**src/hw/rtl/nrle_pkg.sv**
```systemverilog
// Shared types and constants for the nibble run-length encoder.
// No dependencies; used by the front, queue, back and top-level files.
package nrle_pkg;

   localparam logic [3:0]  LEVEL_BLACK = 4'h0;
   localparam logic [3:0]  LEVEL_WHITE = 4'hF;
   localparam logic [11:0] WIDE_CAP    = 12'hFFF;
   localparam logic [11:0] NARROW_CAP  = 12'h00F;

   // Run queue geometry
   localparam int QUEUE_DEPTH = 4;
   localparam int QUEUE_PTR_W = $clog2(QUEUE_DEPTH);
   localparam int QUEUE_CNT_W = $clog2(QUEUE_DEPTH + 1);

   // One closed run
   typedef struct packed {
      logic        valid;
      logic [3:0]  level;
      logic [11:0] length;
   } run_type;

   // Everything one request sends: the run closed by a level change,
   // then the run closed by its cap or by end of image.
   typedef struct packed {
      run_type     run0;
      run_type     run1;
      logic        eoi;
   } entry_type;

   // Black and white take the long two-byte form
   function automatic logic level_is_wide(input logic [3:0] lvl);
      return (lvl == LEVEL_BLACK) || (lvl == LEVEL_WHITE);
   endfunction

endpackage

```
**src/hw/rtl/nibble_run_length_encoder_top.sv**
```systemverilog
// Nibble run-length encoder, top level: front end, run queue, back end.
// Depends on nrle_pkg, nrle_front, nrle_queue and nrle_back.
//
// One raster byte is taken per cycle while the four-entry run queue has room;
// its upper nibble is the gray level. Each request causes zero to four encoded
// bytes, and the back end delivers one byte per cycle from its output
// register while runs are queued and the consumer pops; over a stream the
// byte output rate of one per cycle sets the throughput. With the output
// register free, the first byte of a request passes through the run queue
// and then the output register before it shows on the result ports.
// No clearing pass is needed after reset.
module nibble_run_length_encoder_top (
   input  logic       clock,
   input  logic       reset,
   input  logic       req_push,
   input  logic [7:0] req_pixel_byte,
   input  logic       req_end_of_image,
   output logic       req_full,
   input  logic       rsp_pop,
   output logic       rsp_empty,
   output logic [7:0] rsp_out_byte,
   output logic       rsp_last_of_item,
   output logic       rsp_last_of_image
);

   nrle_pkg::entry_type q_data;
   nrle_pkg::entry_type q_head;
   logic                q_push;
   logic                q_full;
   logic                q_pop;
   logic                q_empty;

   nrle_front u_front (
      .clock            (clock),
      .reset            (reset),
      .req_push         (req_push),
      .req_pixel_byte   (req_pixel_byte),
      .req_end_of_image (req_end_of_image),
      .req_full         (req_full),
      .q_full           (q_full),
      .q_push           (q_push),
      .q_data           (q_data)
   );

   nrle_queue u_queue (
      .clock     (clock),
      .reset     (reset),
      .push      (q_push),
      .push_data (q_data),
      .full      (q_full),
      .pop       (q_pop),
      .head      (q_head),
      .empty     (q_empty)
   );

   nrle_back u_back (
      .clock             (clock),
      .reset             (reset),
      .head              (q_head),
      .q_empty           (q_empty),
      .q_pop             (q_pop),
      .rsp_pop           (rsp_pop),
      .rsp_empty         (rsp_empty),
      .rsp_out_byte      (rsp_out_byte),
      .rsp_last_of_item  (rsp_last_of_item),
      .rsp_last_of_image (rsp_last_of_image)
   );

   // Front never writes a full queue
   a_push_not_full: assert property (@(posedge clock) disable iff (reset)
      q_push |-> !q_full)
      else $error("front pushed into a full run queue");

   // Back never pops an empty queue
   a_pop_not_empty: assert property (@(posedge clock) disable iff (reset)
      q_pop |-> !q_empty)
      else $error("back popped an empty run queue");

   // Queue fill flags are consistent
   a_flags: assert property (@(posedge clock) disable iff (reset)
      !(q_full && q_empty))
      else $error("run queue both full and empty");

   // End of image only on the final byte of a request
   a_image_end: assert property (@(posedge clock) disable iff (reset)
      (!rsp_empty && rsp_last_of_image) |-> rsp_last_of_item)
      else $error("last_of_image without last_of_item");

endmodule

```
**src/hw/rtl/nrle_front.sv**
```systemverilog
// Front end: takes one raster byte per request, tracks the open run and
// classifies which runs close. Depends on nrle_pkg.
module nrle_front (
   input  logic                 clock,
   input  logic                 reset,
   input  logic                 req_push,
   input  logic [7:0]           req_pixel_byte,
   input  logic                 req_end_of_image,
   output logic                 req_full,
   input  logic                 q_full,
   output logic                 q_push,
   output nrle_pkg::entry_type  q_data
);

   logic        run_open_ff, run_open_in;
   logic [3:0]  run_level_ff, run_level_in;
   logic [11:0] run_length_ff, run_length_in;

   logic        accept;
   logic [3:0]  lvl;
   logic        change;
   logic        extend;
   logic [11:0] cur_len;
   logic        cap_hit;
   logic        close;

   assign req_full = q_full;
   assign accept   = req_push && !q_full;
   assign lvl      = req_pixel_byte[7:4];

   // Classify the request against the open run
   always_comb begin
      change  = run_open_ff && (run_level_ff != lvl);
      extend  = run_open_ff && !change;
      cur_len = extend ? (run_length_ff + 12'd1) : 12'd1;
      if (nrle_pkg::level_is_wide(lvl)) begin
         cap_hit = (cur_len >= nrle_pkg::WIDE_CAP);
      end else begin
         cap_hit = (cur_len >= nrle_pkg::NARROW_CAP);
      end
      close = cap_hit || req_end_of_image;
   end

   // Queue entry: old run on a level change, current run when it closes
   always_comb begin
      q_data.run0.valid  = change;
      q_data.run0.level  = run_level_ff;
      q_data.run0.length = run_length_ff;
      q_data.run1.valid  = close;
      q_data.run1.level  = lvl;
      q_data.run1.length = cur_len;
      q_data.eoi         = req_end_of_image;
      q_push             = accept && (change || close);
   end

   // Next run state
   always_comb begin
      run_open_in   = run_open_ff;
      run_level_in  = run_level_ff;
      run_length_in = run_length_ff;
      if (accept) begin
         run_open_in   = !close;
         run_level_in  = lvl;
         run_length_in = close ? 12'd0 : cur_len;
      end
   end

   always_ff @(posedge clock) begin
      if (reset) begin
         run_open_ff   <= 1'b0;
         run_level_ff  <= 4'd0;
         run_length_ff <= 12'd0;
      end else begin
         run_open_ff   <= run_open_in;
         run_level_ff  <= run_level_in;
         run_length_ff <= run_length_in;
      end
   end

endmodule

```
**src/hw/rtl/nrle_queue.sv**
```systemverilog
// Short run queue between front and back end.
// Depends on nrle_pkg for the entry type and depth.
module nrle_queue (
   input  logic                 clock,
   input  logic                 reset,
   input  logic                 push,
   input  nrle_pkg::entry_type  push_data,
   output logic                 full,
   input  logic                 pop,
   output nrle_pkg::entry_type  head,
   output logic                 empty
);

   nrle_pkg::entry_type mem_ff [nrle_pkg::QUEUE_DEPTH];

   logic [nrle_pkg::QUEUE_PTR_W-1:0] wr_ptr_ff, wr_ptr_in;
   logic [nrle_pkg::QUEUE_PTR_W-1:0] rd_ptr_ff, rd_ptr_in;
   logic [nrle_pkg::QUEUE_CNT_W-1:0] count_ff, count_in;

   logic do_push;
   logic do_pop;

   assign full    = (count_ff == nrle_pkg::QUEUE_CNT_W'(nrle_pkg::QUEUE_DEPTH));
   assign empty   = (count_ff == '0);
   assign do_push = push && !full;
   assign do_pop  = pop && !empty;
   assign head    = mem_ff[rd_ptr_ff];

   // Pointer and fill tracking
   always_comb begin
      wr_ptr_in = do_push ? wr_ptr_ff + 1'b1 : wr_ptr_ff;
      rd_ptr_in = do_pop  ? rd_ptr_ff + 1'b1 : rd_ptr_ff;
      count_in  = count_ff;
      if (do_push && !do_pop) begin
         count_in = count_ff + 1'b1;
      end else if (do_pop && !do_push) begin
         count_in = count_ff - 1'b1;
      end
   end

   always_ff @(posedge clock) begin
      if (reset) begin
         wr_ptr_ff <= '0;
         rd_ptr_ff <= '0;
         count_ff  <= '0;
      end else begin
         wr_ptr_ff <= wr_ptr_in;
         rd_ptr_ff <= rd_ptr_in;
         count_ff  <= count_in;
      end
   end

   // Storage
   always_ff @(posedge clock) begin
      if (do_push) begin
         mem_ff[wr_ptr_ff] <= push_data;
      end
   end

endmodule

```
**src/hw/rtl/nrle_back.sv**
```systemverilog
// Back end: turns queued runs into encoded bytes, one per cycle into an output
// register while runs wait and it is free or popped. Depends on nrle_pkg.
module nrle_back (
   input  logic                 clock,
   input  logic                 reset,
   input  nrle_pkg::entry_type  head,
   input  logic                 q_empty,
   output logic                 q_pop,
   input  logic                 rsp_pop,
   output logic                 rsp_empty,
   output logic [7:0]           rsp_out_byte,
   output logic                 rsp_last_of_item,
   output logic                 rsp_last_of_image
);

   logic [1:0] idx_ff, idx_in;
   logic       out_valid_ff, out_valid_in;
   logic [7:0] byte_ff;
   logic       last_item_ff;
   logic       last_image_ff;

   logic [1:0] n0;
   logic [1:0] n1;
   logic [2:0] total;
   logic       is_last;
   logic       load;
   logic [7:0] sel_byte;

   // Byte s of a run in its encoded form
   function automatic logic [7:0] run_byte(input nrle_pkg::run_type r, input logic s);
      logic [7:0] b;
      if (nrle_pkg::level_is_wide(r.level)) begin
         b = s ? r.length[7:0] : {r.level, r.length[11:8]};
      end else begin
         b = {r.level, r.length[3:0]};
      end
      return b;
   endfunction

   // Byte counts and selection within the head entry
   always_comb begin
      n0 = !head.run0.valid ? 2'd0 :
           (nrle_pkg::level_is_wide(head.run0.level) ? 2'd2 : 2'd1);
      n1 = !head.run1.valid ? 2'd0 :
           (nrle_pkg::level_is_wide(head.run1.level) ? 2'd2 : 2'd1);
      total   = {1'b0, n0} + {1'b0, n1};
      is_last = (({1'b0, idx_ff} + 3'd1) == total);
      if (idx_ff < n0) begin
         sel_byte = run_byte(head.run0, idx_ff[0]);
      end else begin
         sel_byte = run_byte(head.run1, 1'(idx_ff - n0));
      end
   end

   assign load      = !q_empty && (!out_valid_ff || rsp_pop);
   assign q_pop     = load && is_last;
   assign rsp_empty = !out_valid_ff;

   // Control next state
   always_comb begin
      idx_in       = idx_ff;
      out_valid_in = out_valid_ff;
      if (load) begin
         out_valid_in = 1'b1;
         idx_in       = is_last ? 2'd0 : idx_ff + 2'd1;
      end else if (rsp_pop) begin
         out_valid_in = 1'b0;
      end
   end

   always_ff @(posedge clock) begin
      if (reset) begin
         idx_ff       <= 2'd0;
         out_valid_ff <= 1'b0;
      end else begin
         idx_ff       <= idx_in;
         out_valid_ff <= out_valid_in;
      end
   end

   // Output payload register
   always_ff @(posedge clock) begin
      if (load) begin
         byte_ff       <= sel_byte;
         last_item_ff  <= is_last;
         last_image_ff <= is_last && head.eoi;
      end
   end

   assign rsp_out_byte      = byte_ff;
   assign rsp_last_of_item  = last_item_ff;
   assign rsp_last_of_image = last_image_ff;

endmodule
```
**config.mk**
```make
export PLATFORM = sky130hd
export DESIGN_NAME = nibble_run_length_encoder_top
export DESIGN_NICKNAME = d
export VERILOG_FILES = /design/src/hw/rtl/nrle_pkg.sv /design/src/hw/rtl/nibble_run_length_encoder_top.sv /design/src/hw/rtl/nrle_front.sv /design/src/hw/rtl/nrle_queue.sv /design/src/hw/rtl/nrle_back.sv
export SDC_FILE = /design/constraint.sdc
export NUM_CORES = 1
export LEC_CHECK = 0
export BUFFER_PORTS_ARGS = -buffer_cell sky130_fd_sc_hd__clkbuf_2
export CAP_MARGIN = 20
export CORE_ASPECT_RATIO = 0.7
export CORE_MARGIN = 5
export CORE_UTILIZATION = 35
export DETAILED_ROUTE_END_ITERATION = 8
export PLACE_DENSITY = 0.49
export SYNTH_ARGS = -nofsm -noshare
export SYNTH_HDL_FRONTEND = slang
export SYNTH_HIERARCHICAL = 1
export SYNTH_SLANG_ARGS = --single-unit
export TNS_END_PERCENT = 10
```
**constraint.sdc**
```tcl
create_clock -name clock -period 4.65 [get_ports clock]
set_input_delay 0.93 -clock clock [delete_from_list [all_inputs] [get_ports clock]]
set_output_delay 0.93 -clock clock [all_outputs]
set_load 0.02 [all_outputs]
```
==> Yosys cells after proc, flatten, opt, wreduce, memory -nomap -nowiden <==
Memory sizes are Yosys's and may differ from the RTL's. A register that Yosys moved wholly into a read port is not among the register bits.
Index checks and enable logic that the tools add are counted.
{ "op_classes": {"muxes": 21, "n_addsub": 9, "n_reduce_logical": 30, "n_lt_le_gt_ge": 3, "eq_ne": 6} }
{ "op_table": {"columns": ["op", "count"], "rows": [
  ["$mux W8", 5],
  ["$mux W12", 2],
  ["$mux W2", 7],
  ["$add A12 B1 Y12 const B", 1],
  ["$eq A4 B4 Y1 const B", 3],
  ["$ge A12 B12 Y1 const B", 1],
  ["$ge A12 B4 Y1 const B", 1],
  ["$logic_not A4 Y1", 3],
  ["$logic_and A1 B1 Y1", 11],
  ["$logic_not A1 Y1", 7],
  ["$add A2 B1 Y2 const B", 3],
  ["$logic_or A1 B1 Y1", 6],
  ["$mux W3", 2],
  ["$mux W1", 5],
  ["$ne A4 B4 Y1", 1],
  ["$reduce_bool A2 Y1", 2],
  ["$add A2 B1 Y3 const B", 1],
  ["$add A2 B2 Y3", 1],
  ["$add A3 B1 Y3 const B", 1],
  ["$eq A3 B3 Y1", 1],
  ["$eq A3 B3 Y1 const B", 1],
  ["$logic_not A3 Y1", 1],
  ["$sub A3 B1 Y3 const B", 1],
  ["$lt A2 B2 Y1", 1],
  ["$sub A1 B1 Y1", 1]
]} }
{ "totals": {"ramBits": 140, "word_cells": 81, "in_bits": 13, "reg_bits": 37, "output_inout_bits": 12, "memories": 1} }
{ "memory_table": {"columns": ["name", "depth", "word_bits", "read_ports", "rd_clocked_by_memory_dff", "wr", "line", "rtl"], "rows": [
  ["u_queue.mem_ff", 4, 35, 1, 1, 1, "nrle_queue.sv:14", "nrle_pkg::entry_type mem_ff [nrle_pkg::QUEUE_DEPTH];"]
]} }

==> Depth between registers and ports, before layout <==
{ "depth": {"depth_word": 15, "mapped_depth": 18, "mapped_depth_nobuf": 17} }

==> By module <==
Netlist, hierarchy kept.
{ "by_module_without_submodules": {"columns": ["module", "area_each_um2", "cells_each", "seq_area_each_um2", "n_inst"], "rows": [
  ["nrle_queue", 5554.1, 231, 4384.2, 1],
  ["nrle_front", 1206.2, 154, 340.3, 1],
  ["nrle_back", 1092.3, 105, 360.3, 1]
]} }

==> Worst setup path after synthesis <==
OpenSTA, ideal clock, no wires.
{ "synth_path": {"path_kind": "input port to flip-flop", "start": "input req_pixel_byte[7]", "end": "memory u_queue/mem_ff[0][0] (netlist bit), enable pin", "arrival_ps": 3995, "path_buffers": 1, "required_ps": 4254, "setup_time_ps": 396, "slack_ps": 259, "path_stages": 12, "cell_sequence": "or4_1 -> a2111oi_0 -> o2111ai_1 -> nor4_2 -> nand4_1 -> and3b_1 -> buf_6 -> inv_1 -> o21a_1 -> inv_1 -> nor2_2 -> and2_1"} }
{ "synth_via": {"elab_chain_cells": 13, "word_cells_on_any_way": 17, "classes_between": "order compare (2); eq/ne (2); mux (4); reduce/logical (9)"} }
{ "synth_rtl": {"columns": ["item", "line", "rtl"], "rows": [
  ["start: declaration", "nibble_run_length_encoder_top.sv:16", "input logic [7:0] req_pixel_byte,"],
  ["$ne A4 B4 Y1", "nrle_front.sv:33", "change = run_open_ff && (run_level_ff != lvl);"],
  ["$logic_and A1 B1 Y1", "nrle_front.sv:33", null],
  ["$logic_not A1 Y1", "nrle_front.sv:34", "extend = run_open_ff && !change;"],
  ["$logic_and A1 B1 Y1", "nrle_front.sv:34", null],
  ["$mux W12", "nrle_front.sv:35", "cur_len = extend ? (run_length_ff + 12'd1) : 12'd1;"],
  ["$ge A12 B4 Y1 / $ge A12 B12 Y1 (equally long branches)", "nrle_front.sv:39, nrle_front.sv:37", null],
  ["$mux W1 *", "nrle_front.sv:36", "if (nrle_pkg::level_is_wide(lvl)) begin"],
  ["$logic_or A1 B1 Y1 *", "nrle_front.sv:41", "close = cap_hit || req_end_of_image;"],
  ["named net u_front.close", "nrle_front.sv:25", "logic close;"],
  ["$logic_or A1 B1 Y1 *", "nrle_front.sv:53", "q_push = accept && (change || close);"],
  ["$logic_and A1 B1 Y1 *", "nrle_front.sv:53", null],
  ["named net q_push", "nibble_run_length_encoder_top.sv:28", "logic q_push;"],
  ["$logic_and A1 B1 Y1 *", "nrle_queue.sv:25", "assign do_push = push && !full;"],
  ["named net u_queue.do_push", "nrle_queue.sv:20", "logic do_push;"],
  ["$mux W1 *", "nrle_queue.sv:55", "if (do_push) begin"],
  ["$mux W1 (not written as such) *", "nrle_queue.sv:56", "mem_ff[wr_ptr_ff] <= push_data;"],
  ["end: declaration", "nrle_queue.sv:14", null]
]} }
The timed path passes the listed nets; every way through them passes the cells marked *.

==> reports/summary.md <==
### Logic synthesis
- **flip-flop and latch count after synthesis** 179
- **register area share after synthesis** 64.8%
- **count of flip-flops with a built-in enable after synthesis** 150
- **synth warn** 6
- **Async S/R FF share, synth** 0%
- **count of different cell masters after synthesis** 66
- **synthesized instance count** 490
- **nets in the synthesized netlist** 513
- **post-synthesis instance area** 0.00785 mm²
- **Post-Synthesis Mean Instance Area** 16.0 µm²
- **most used flip-flop cell after synthesis** sky130_fd_sc_hd__edfxtp_1

### Timing
- **pin slew with the least headroom to its limit** 0.939 ns
- **worst clock skew on the final layout** 0.0117 ns
- **final-report max-slew violation count** 0
- **setup TNS** 0 ns
- **Fin. Hold Viols** 0
- **final period demand of the worst path** 4.38 ns
- **Highest Clock Rate** 0.228 GHz
- **Period Utilization, post-route** 94.2%
- **worst rel slew slack** 37.2%
- **final setup vio count** 0
- **setup repair after global routing missed its margin** false

### Floorplan
- **ports placed on the boundary** 25
- **area of the die** 0.0256 mm²
- **die outline height** 135 µm
- **die width** 189 µm
- **# rows** 45
- **Initial Util** 35.9%
- **placeable core region** 0.0219 mm²

### Place
- **routability congestion estimate from global placement** 0.870
- **Port Buffers** 20
- **placement-stage cell area** 0.00834 mm²
- **HPWL after detailed placement** 11.6 mm

### Worst setup path
- **RR Endpoint** u_queue/count_ff[2]$_SDFFE_PP0P_
- **FF-to-FF setup slack** 0.27 ns
- **number of cells traversed by the worst register-to-register path** 16
- **highest fanout seen on the critical path** 10
- **critical path data required time** 5.00 ns
- **sort of element at the end of the critical path** register
- **category of the critical setup timing path** register to register
- **signal arrival time at the worst endpoint** 4.73 ns
- **startpoint type of the worst setup path** register

### Global routing
- **wire length of the first global-routing pass** 26.9 mm
- **maximum number of pins on one net before global-route repair** 36
- **aggregate global routing overflow** 0
- **initial antenna violation count** 0
- **overall global routing resource usage** 14.2%
- **via count of the first global-routing pass** 4448

### Detailed routing
- **Detailed Route Iter0 Violations** 356
- **DRC Markers** 0
- **number of routed nets with antenna violations** 0
- **overall via count from detail_route** 4418
- **average via count per standard cell** 5.34
- **total length of routed wires** 17.5 mm
- **per-cell routed wire length** 21.1 µm
- **TritonRoute pass-1 iters** 5

### Clocking
- **H-tree depth** 4
- **Clk pin slew, worst setup/hold paths** 0.07 ns
- **clock sinks** 179
- **buffer type at the clock tree root** sky130_fd_sc_hd__clkbuf_16
- **CTS tree** done
- **Clk Latency, worst-skew pair** 0.43 ns
- **number of buffers between clock root and the deepest sink** 2
- **number of setup buffers added after CTS** 0
- **number of buffers added by the clock tree synthesis step** 17
- **Post-CTS Hold Buffers** 0

### Min path
- **sink of the worst hold path** u_front/run_open_ff$_SDFFE_PP0P_
- **path class of the lowest-slack min-delay path** register to register
- **Min-Delay Startpoint** u_front/run_open_ff$_SDFFE_PP0P_
- **worst hold path stage count** 2

### Power and ir drop
- **Max IR drop VDD** 0.259 mV
- **Leak** 2.93 nW
- **areal power density over the cells** 548 mW/mm²

### Run status
- **status** finished clean

### Cells and area
- **number of nets in the layout** 556
- **Finished Cell Area** 0.00891 mm²
- **fraction of final layout cells sized beyond drive strength 1** 25.5%
- **Filler Cell Count** 1978
- **relative area change from synthesis to final layout** 13.5%
- **Inserted Diodes** 0

### Job
- **number of violations of the max-capacitance limit** 0

==> area by class of cell <==
type / count / area (µm²) / share of cell area [%]
multi-input combinational: 273 / 2480 / 27.8
inverter: 10 / 37.5 / 0.421
tap: 282 / 353 / 3.96
sequential: 179 / 5090 / 57.1
clock inverter: 15 / 134 / 1.50
timing repair buffer: 52 / 394 / 4.42
clock buffer: 17 / 425 / 4.77
==> critical path, stage by stage (launching register included) <==
cell,delay [ns]
sky130_fd_sc_hd__dfxtp_4,0.48
sky130_fd_sc_hd__mux4_2,0.61
sky130_fd_sc_hd__or4_4,0.61
sky130_fd_sc_hd__and3_4,0.23
sky130_fd_sc_hd__nand2_1,0.08
sky130_fd_sc_hd__fa_1,0.43
sky130_fd_sc_hd__xor2_1,0.15
sky130_fd_sc_hd__nand2_1,0.11
sky130_fd_sc_hd__nor4_1,0.05
sky130_fd_sc_hd__buf_4,0.20
sky130_fd_sc_hd__o31ai_2,0.07
sky130_fd_sc_hd__ha_1,0.21
sky130_fd_sc_hd__inv_1,0.05
sky130_fd_sc_hd__fa_1,0.39
sky130_fd_sc_hd__xor2_1,0.17
sky130_fd_sc_hd__or3_1,0.31
sky130_fd_sc_hd__a21oi_1,0.15
==> where the power goes <==
| part | switching (mW) | internal, mW |
|---|---|---|
| clock | 0.617 | 0.740 |
| sequential | 0.103 | 1.98 |
| combinational | 0.847 | 0.596 |
| total | 1.57 | 3.31 |
==> metrics by stage <==
| step | hold slack (ns) | worst slack [ns] | cells | utilization, % | total power [mW] |
|---|---|---|---|---|---|
| 4_1_cts | 0.498 | 0.0868 | 827 | 40.6 | 4.92 |
| 2_1_floorplan | 0.452 | 0.259 | 490 | - | 3.12 |
| 3_5_place_dp | 0.488 | 0.0463 | 795 | 38.1 | 3.56 |
| 5_1_grt | 0.540 | 0.0787 | 828 | 40.7 | 5.14 |
| 6_report | 0.504 | 0.268 | 828 | 40.7 | 4.88 |
| 3_3_place_gp | 0.473 | 0.0850 | 795 | 38.1 | 3.51 |
==> worst max path at each step <==
stage | slack [ns] | start | cells after the start | endpoint
floorplan | 0.26 | req_pixel_byte[7] | 12 | u_queue/mem_ff[0][0]$_DFFE_PP_
global placement | 0.09 | req_pixel_byte[4] | 17 | u_queue/count_ff[2]$_SDFFE_PP0P_
detailed placement | 0.05 | req_pixel_byte[4] | 17 | u_queue/count_ff[2]$_SDFFE_PP0P_
CTS | 0.09 | register | 15 | u_queue/count_ff[2]$_SDFFE_PP0P_
global route | 0.08 | register | 16 | u_queue/count_ff[2]$_SDFFE_PP0P_
finish | 0.27 | register | 16 | u_queue/count_ff[2]$_SDFFE_PP0P_
==> metal layers <==
layer	wire length [µm]	up-vias	GRT usage, %	part of all wire [%]
met3	1280	8	4.15	7.3
met4	131	0	4.05	0.75
met1	8790	2261	21.9	50
met2	7270	113	19.3	42
met5	0	-	0	0
li1	-	2036	-	-
==> logic make-up after synthesis <==
group,synth area share (%)
compound gates,6.92
xor+xnor,2.71
fa+ha+maj,1.78
buf+inv,3.73
flops,64.8
mux,10.8
simple gates,9.31
==> synthesized netlist by cell type, types with 4 or more instances <==
| cell type | n | area, µm² |
|---|---|---|
| sky130_fd_sc_hd__a21oi_1 | 7 | 35.0 |
| sky130_fd_sc_hd__a32o_1 | 5 | 50.1 |
| sky130_fd_sc_hd__and2_1 | 4 | 25.0 |
| sky130_fd_sc_hd__buf_4 | 11 | 82.6 |
| sky130_fd_sc_hd__dfxtp_1 | 29 | 581 |
| sky130_fd_sc_hd__edfxtp_1 | 150 | 4500 |
| sky130_fd_sc_hd__ha_1 | 8 | 100 |
| sky130_fd_sc_hd__inv_1 | 10 | 37.5 |
| sky130_fd_sc_hd__mux2i_1 | 6 | 60.1 |
| sky130_fd_sc_hd__mux4_2 | 35 | 788 |
| sky130_fd_sc_hd__nand2_1 | 37 | 139 |
| sky130_fd_sc_hd__nand2b_1 | 6 | 37.5 |
| sky130_fd_sc_hd__nand3_1 | 6 | 30.0 |
| sky130_fd_sc_hd__nand4_1 | 10 | 62.6 |
| sky130_fd_sc_hd__nor2_1 | 28 | 105 |
| sky130_fd_sc_hd__nor2b_1 | 5 | 31.3 |
| sky130_fd_sc_hd__nor3_1 | 8 | 40.0 |
| sky130_fd_sc_hd__nor4_1 | 6 | 37.5 |
| sky130_fd_sc_hd__o2111ai_1 | 7 | 61.3 |
| sky130_fd_sc_hd__o211ai_1 | 13 | 97.6 |
| sky130_fd_sc_hd__o21a_1 | 4 | 30.0 |
| sky130_fd_sc_hd__o21ai_0 | 6 | 30.0 |
| sky130_fd_sc_hd__o311ai_0 | 4 | 35.0 |
| sky130_fd_sc_hd__xnor2_1 | 6 | 52.6 |
| sky130_fd_sc_hd__xor2_1 | 13 | 114 |
==> registers in the layout, summed over array words and instances, names as in the netlist, named ones only <==
register and count:
u_back/idx_ff 2, u_back/rsp_last_of_image 1, u_front/run_open_ff 1, u_back/rsp_last_of_item 1, u_back/rsp_out_byte 8, u_back/out_valid_ff 1
u_queue/count_ff 3, u_front/run_level_ff 4, u_queue/rd_ptr_ff 2, u_queue/wr_ptr_ff 2, u_queue/mem_ff 140, u_front/run_length_ff 12
==> what timing repair did <==
item                                    CTS  global route
endpoints found under the hold margin     0             0
endpoints found under the setup margin    0             1
gates resized for setup                   0             2
==> layout by cell type (no fill, tap or decap), types with 4 or more instances in the layout <==
cell type / instances
sky130_fd_sc_hd__o311ai_0: 4
sky130_fd_sc_hd__nor3_1: 8
sky130_fd_sc_hd__nor2b_1: 5
sky130_fd_sc_hd__buf_4: 27
sky130_fd_sc_hd__o21a_1: 4
sky130_fd_sc_hd__buf_12: 4
sky130_fd_sc_hd__dfxtp_1: 28
sky130_fd_sc_hd__inv_1: 10
sky130_fd_sc_hd__o211ai_1: 13
sky130_fd_sc_hd__xnor2_1: 6
sky130_fd_sc_hd__o2111ai_1: 7
sky130_fd_sc_hd__and2_2: 5
sky130_fd_sc_hd__nand4_1: 10
sky130_fd_sc_hd__nand3_1: 6
sky130_fd_sc_hd__a32o_1: 5
sky130_fd_sc_hd__mux2i_1: 6
sky130_fd_sc_hd__nor2_1: 28
sky130_fd_sc_hd__nor4_1: 6
sky130_fd_sc_hd__clkbuf_16: 17
sky130_fd_sc_hd__xor2_1: 13
sky130_fd_sc_hd__a21oi_1: 7
sky130_fd_sc_hd__ha_1: 8
sky130_fd_sc_hd__clkbuf_2: 20
sky130_fd_sc_hd__edfxtp_1: 150
sky130_fd_sc_hd__mux4_2: 35
sky130_fd_sc_hd__nand2b_1: 6
sky130_fd_sc_hd__nand2_1: 37
sky130_fd_sc_hd__o21ai_0: 6
sky130_fd_sc_hd__clkinv_4: 5
Power figures use the tool's default switching activity.
